$ cat src/sv/ppa_pkg.sv
// ----------------------------------------------------------------------------
// ppa_pkg
// shared types, constants and the phase table builder for the accumulator
// ----------------------------------------------------------------------------
`default_nettype none
package ppa_pkg;

	localparam int MAX_EIGVECS      = 64;
	localparam int MAX_EXTENT       = 64;
	localparam int PHASE_TABLE_BITS = 10;
	localparam int COLOURS          = 3;
	localparam int IDX_W            = $clog2(MAX_EIGVECS);
	localparam int ACC_AW           = 2 * IDX_W;
	localparam int ACC_DEPTH        = MAX_EIGVECS * MAX_EIGVECS;
	localparam int QTR              = (1 << PHASE_TABLE_BITS) / 4;
	localparam int QTR_W            = PHASE_TABLE_BITS - 2;
	localparam longint unsigned PI_HALF_Q30 = 64'd1686629713;

	// opcodes of the input stream
	localparam logic [1:0] OP_LOAD  = 2'd0;
	localparam logic [1:0] OP_READ  = 2'd1;
	localparam logic [1:0] OP_START = 2'd2;
	localparam logic [1:0] OP_NOP   = 2'd3;

	// status codes of a result
	localparam logic [1:0] ST_OK    = 2'd0;
	localparam logic [1:0] ST_RANGE = 2'd1;
	localparam logic [1:0] ST_SAT   = 2'd2;

	// config register indexes
	localparam logic [2:0] CFG_STEP_X = 3'd0;
	localparam logic [2:0] CFG_STEP_Y = 3'd1;
	localparam logic [2:0] CFG_STEP_Z = 3'd2;
	localparam logic [2:0] CFG_EXT_Y  = 3'd3;
	localparam logic [2:0] CFG_EXT_Z  = 3'd4;
	localparam logic [2:0] CFG_NVEC   = 3'd5;
	localparam logic [2:0] CFG_UNITY  = 3'd6;

	// command kinds passed from front to back
	localparam logic [1:0] CMD_IMM   = 2'd0;
	localparam logic [1:0] CMD_LOAD  = 2'd1;
	localparam logic [1:0] CMD_READ  = 2'd2;
	localparam logic [1:0] CMD_CLEAR = 2'd3;

	typedef logic [16:0] qtab_t [QTR];

	typedef struct packed {
		logic [1:0]         kind;
		logic [1:0]         status;
		logic               one;
		logic [IDX_W-1:0]   col_j;
		logic signed [16:0] pc;
		logic signed [16:0] pd;
		logic signed [15:0] vr;
		logic signed [15:0] vi;
		logic [IDX_W-1:0]   row;
		logic [IDX_W-1:0]   col;
	} cmd_t;

	function automatic logic [16:0] to_q15(input longint v);
		longint t;
		t = (v < 0) ? 0 : v;
		t = (t + 16384) >>> 15;
		if (t > 32768) t = 32768;
		return t[16:0];
	endfunction

	// restoring shift and subtract quotient, used only while building tables
	function automatic longint unsigned div_u64(input longint unsigned num,
			input longint unsigned den);
		longint unsigned quo, rem;
		quo = '0;
		rem = '0;
		for (int b = 63; b >= 0; b--) begin
			rem = {rem[62:0], num[b]};
			if (rem >= den) begin
				rem = rem - den;
				quo[b] = 1'b1;
			end
		end
		return quo;
	endfunction

	// quarter-wave table, Taylor series in Q30
	function automatic qtab_t build_tab(input bit want_cos);
		qtab_t tab;
		longint unsigned x, term;
		longint s, c;
		int n;
		for (int r = 0; r < QTR; r++) begin
			x = (PI_HALF_Q30 * 4 * longint'(r)) >> PHASE_TABLE_BITS;
			term = x;
			s = longint'(x);
			for (n = 1; n < 24 && term != 0; n++) begin
				term = div_u64((((term * x) >> 30) * x) >> 30,
					64'((2 * n) * (2 * n + 1)));
				s = (n % 2 == 1) ? s - longint'(term) : s + longint'(term);
			end
			term = 64'd1 << 30;
			c = longint'(64'd1 << 30);
			for (n = 1; n < 24 && term != 0; n++) begin
				term = div_u64((((term * x) >> 30) * x) >> 30,
					64'((2 * n - 1) * (2 * n)));
				c = (n % 2 == 1) ? c - longint'(term) : c + longint'(term);
			end
			tab[r] = want_cos ? to_q15(c) : to_q15(s);
		end
		return tab;
	endfunction

	function automatic logic [6:0] clamp_cnt(input logic [6:0] v, input logic [6:0] hi);
		if (v == 7'd0) return 7'd1;
		return (v > hi) ? hi : v;
	endfunction

endpackage
`default_nettype wire

$ cat src/sv/ppa_queue.sv
// ----------------------------------------------------------------------------
// ppa_queue
// two-entry command queue between front and back
// ----------------------------------------------------------------------------
`default_nettype none
module ppa_queue (
	input  wire logic          clk,
	input  wire logic          arst_n,
	input  wire logic          push,
	input  wire ppa_pkg::cmd_t push_cmd,
	output logic               ready,
	input  wire logic          pop,
	output logic               valid,
	output ppa_pkg::cmd_t      head
);
	ppa_pkg::cmd_t mem_q [2];
	logic wr_ptr_q, rd_ptr_q;
	logic [1:0] cnt_q;

	assign ready = (cnt_q != 2'd2);
	assign valid = (cnt_q != 2'd0);
	assign head  = mem_q[rd_ptr_q];

	always_ff @(posedge clk) begin
		if (push) mem_q[wr_ptr_q] <= push_cmd;
	end

	always_ff @(posedge clk or negedge arst_n) begin
		if (!arst_n) begin
			wr_ptr_q <= 1'b0;
			rd_ptr_q <= 1'b0;
			cnt_q    <= 2'd0;
		end else begin
			if (push) wr_ptr_q <= ~wr_ptr_q;
			if (pop)  rd_ptr_q <= ~rd_ptr_q;
			cnt_q <= cnt_q + 2'(push) - 2'(pop);
		end
	end
endmodule
`default_nettype wire

$ cat config.mk
export PLATFORM = sky130hd
export DESIGN_NAME = ppa_queue
export DESIGN_NICKNAME = d
export VERILOG_FILES = /design/src/sv/ppa_pkg.sv /design/src/sv/ppa_queue.sv
export SDC_FILE = /design/constraint.sdc
export NUM_CORES = 1
export LEC_CHECK = 0
export BUFFER_PORTS_ARGS = -buffer_cell sky130_fd_sc_hd__buf_2
export CAP_MARGIN = 20
export CORE_MARGIN = 8
export CORE_UTILIZATION = 47
export CTS_CLUSTER_SIZE = 16
export DETAILED_ROUTE_END_ITERATION = 16
export HOLD_SLACK_MARGIN = 0.08
export PLACE_DENSITY = 0.76
export SLEW_MARGIN = 10
export SYNTH_ARGS = -nofsm -noshare
export SYNTH_HDL_FRONTEND = slang
export SYNTH_SLANG_ARGS = --single-unit
$ cat constraint.sdc
create_clock -name clk -period 4.9 [get_ports clk]
set_input_delay 0 -clock clk [delete_from_list [all_inputs] [get_ports clk]]
set_output_delay 0 -clock clk [all_outputs]
set_load 0.05 [all_outputs]
* Yosys cells after proc, flatten, opt, wreduce, memory -nomap -nowiden
Memory sizes are Yosys's and may differ from the RTL's.
Index checks and enable logic that the tools add are counted.
** Word-level totals
- Register bits :: 4
- Bits in writable memories :: 178
- Memories :: 1
** Cells by class
- $add $sub $neg :: 2
- Equal/unequal tests :: 1
- Muxes and demuxes :: 2
- Bitwise gates (word level) :: 2
- Reduce and logical (&&, ||, !) cells :: 1
** Memory list
- mem_q :: depth 2, bits a word 89, rd ports 1, clocked after memory_dff 0, wr ports 1, line ppa_queue.sv:16 : ppa_pkg::cmd_t mem_q [2];
** Operators with widths (count)
- 2-bit by 1-bit adder with 2-bit output :: 1
- 1-bit 2-to-1 mux :: 2
- 2-bit != test (second input constant) :: 1
- 1-bit NOT :: 2
- 2-bit nonzero test :: 1
- 2-bit by 1-bit subtractor with 2-bit output :: 1

* Depth between registers and ports, before layout
- Word-level depth :: 2
- Depth in mapped cells :: 5
- Mapped depth without buffers :: 5

* Worst setup path before layout
OpenSTA, ideal clock, no wires.
- Kind :: register to register
- Start point :: register wr_ptr_q
- End point :: memory mem_q[0][0] (netlist name) (enable)
- Library setup time :: 0.548 ns
- Arrival :: 4.345 ns
- Slack :: 0.007 ns
- Stages on the path, launching flop included :: 2
- Clock period less this slack :: 4.893 ns
- Path through :: dfrtp_1 nor2b_1
** RTL lines
- start: declaration :: line ppa_queue.sv:17 : logic wr_ptr_q, rd_ptr_q;
- start signal: assignment :: line ppa_queue.sv:34 : if (push) wr_ptr_q <= ~wr_ptr_q;
- end: declaration :: line ppa_queue.sv:16
Straight into the memory's write port.

==> out/metrics.cfg <==
[clock_network]
root_buffer = clkbuf_16
cts_setup_buffers = 0
cts_buffers = 17
postCtsResizedCells = 0
cts_hold_buffers = 93
clock_sinks = 182
clkSlewWorstSetupHoldPaths_ns = 0.06
cts_tree = built
clockBufferDepth = 2
h-tree-depth = 4
insertion_delay_ns = 0.42

[setup_path]
r2r-start = wr_ptr_q
crit_chain = buf_12 -> mux2_2 -> buf_2
critPathMaxFanout = 46
cp_slowest_stage_delay_ns = 0.81
cp_slowest_cell = dfrtp_4
crit_type = register to output pin
critPathTopFamily = flip-flops
reg2reg_slack_ns = 2.87
cp-end-kind = output pin
cp.arrival_ns = 2.19
timing.rr.end = mem_q[1][71]
worstPathRequired_ns = 4.90
cp_num_buf_inv = 2
start_kind = register
ff2ff_path_depth = 2

[synthesis]
synth_common_cells = 178 x edfxtp_1, 89 x mux2_2, 9 x clkbuf_8, 4 x dfrtp_1
synth_xor_area_share_pct = 0.618
synth_compound_area_share_pct = 0
yosysWarningCount = 0
async_flop_share_pct = 2.20
postSynthAreaPerCell_sq_um = 22.9
yosys.area.top_type = edfxtp_1
yosysMostFrequentCell = edfxtp_1
synthSimpleGateAreaFrac_pct = 0.375
ys_seq_area_share_pct = 81.5
synthMuxAreaShare_pct = 15.0
synth_edf_count = 178
synth-seq-cells = 182
synth_top_cells_by_area = edfxtp_1 80%, mux2_2 15%, clkbuf_8 1.9%
synth_cells = 292
synth_top_area_share_pct = 80.0
synthAdderAreaFrac_pct = 0.375
postSynthNetCount = 387
ys_types = 13
synth_area_sq_um = 6680
synth_ff_type = edfxtp_1
synth_top_family_by_area = multiplexers

[routing]
drt_wl_total_mm = 13.9
drc = 0
via_per_inst = 4.78
vias = 3703
post_drt_wl_per_cell_um = 17.9
dr.first_iter.drc_count = 194
dr.pass1.iters = 4
drtAntennaViolNets = 0

[global_route]
grt_overflow_total = 0
grt_max_degree = 91
grt_pass1_vias = 4147
grt_usage_pct = 15.2
grt_pass1_wl_mm = 21.3
antenna_found_initial = 0

[sta]
fmax_mhz = 456
fin_tns_setup_ns = 0
fin_crit_ns = 2.19
finalSetupViolations = 0
maxSlewHeadroom_pct = 45.2
min_period_over_period_pct = 44.7
hold_violations = 0
drv_slew = 0
rsz0062_at_grt = no
tightest_slew_ns = 0.822
finClkSkew_ns = 0.00637

[place]
dpl.hpwl_mm = 8.43
dpl-instance-area_sq_um = 7720
portBuffers = 183
gp_congestion = 0.684

[min_path]
hp-start = push_cmd[48]
hp-class = primary input to register
min_to = mem_q[1][48]
hold_depth = 2

[run_status]
status = complete, no violations

[pwr]
p_int_uw = 3450
p_sw_share_pct = 40.7
p_clk_share_pct = 22.1
p_comb_share_pct = 39.9
powerDensity_nw_per_um2 = 630
power_frac_seq_pct = 38.0
ir_worst_vdd_mv = 0.552
p_sw_uw = 2370
p_leak_uw = 0.00354

[flow_run]
cap_violations = 0

[finish]
diodes = 0
final_cell_area_sq_um = 9240
drive_above_1_share_pct = 52.5
final_net_count = 676
syn2layout_area_growth_pct = 38.4

[floorplan]
rows = 43
ios = 184
fp.dieH_um = 135
coreArea_sq_um = 13900
dieArea_sq_um = 18300
start_util_pct = 48.1
fp.dieW_um = 135

[per-stage QoR]
| stage | utilization, % | instances | power (uW) | worst slack, ns | hold slack [ns] |
|---|---|---|---|---|---|
| after floorplan | - | 292 | 4090 | 0.00681 | -0.296 |
| after global placement | 55.6 | 648 | 4460 | 2.92 | -0.181 |
| after detailed placement | 55.6 | 648 | 4500 | 2.85 | -0.175 |
| after CTS | 66.5 | 773 | 5860 | 2.55 | 0.280 |
| after global routing | 66.6 | 774 | 6040 | 2.61 | 0.287 |
| final | 66.6 | 774 | 5830 | 2.71 | 0.308 |
[routing by layer]
layer	global-route usage, %	share of wire [%]
met5	0	0
met1	16.0	37
met2	26.8	54
met4	5.18	1.4
met3	6.38	7.7
[power groups by stage]
stage / Combinational, uW / Clock [uW] / Sequential [uW]
2_1_floorplan: 1920 / 0 / 2180
3_3_place_gp: 2170 / 0 / 2290
3_5_place_dp: 2180 / 0 / 2320
4_1_cts: 2260 / 1320 / 2290
5_1_grt: 2420 / 1370 / 2240
6_report: 2320 / 1290 / 2210
[layout make-up]
cell class / count / area, sq um
tap: 180 / 225
clock buffer: 17 / 425
clock inverter: 15 / 144
multi-input combinational: 98 / 1100
sequential: 182 / 5450
inverter: 2 / 7.51
fill: 932 / 4640
timing repair buffer: 280 / 1890
[cell families (layout without fill, tap and decap cells)]
group,count (synthesis),count (layout)
simple gates,4,4
buf+inv,12,314
fa+ha+maj,2,2
mux,89,89
xor+xnor,3,3
flops,182,182
[worst register-to-register path, stage by stage (launching register included)]
cell	delay (ns)
dfrtp_1	0.44
and2_4	0.43
buf_4	0.70
[placed cells by master (no fill, tap or decap)]
cell	synthesis	routed
buf_2	0	183
edfxtp_1	178	178
dlygate4sd3_1	0	93
mux2_2	89	89
clkbuf_16	0	17
inv_6	0	5
clkinvlp_4	0	3
clkinv_4	0	3
dfrtp_1	4	3
buf_4	0	3
inv_1	2	2
xor2_1	2	2
ha_1	2	2
clkinv_2	0	2
xor3_1	1	1
and2_4	0	1
or2_2	1	1
nand2b_1	1	1
nor2b_4	0	1
inv_8	0	1
bufinv_16	0	1
buf_12	0	1
dfrtp_4	0	1
[worst max path at each step]
stage             start           end  cells after the start
5_1_grt        rd_ptr_q      head[71]                      3
2_1_floorplan  wr_ptr_q   mem_q[0][0]                      1
4_1_cts        rd_ptr_q      head[75]                      2
6_report       rd_ptr_q      head[71]                      3
3_5_place_dp   wr_ptr_q  mem_q[1][75]                      2
3_3_place_gp   wr_ptr_q  mem_q[1][21]                      2
[sequential cells by signal (all words and copies together) (netlist names)]
signal / flops
cnt_q: 2
wr_ptr_q: 1
mem_q: 178
rd_ptr_q: 1
Power figures use the tool's default switching activity.
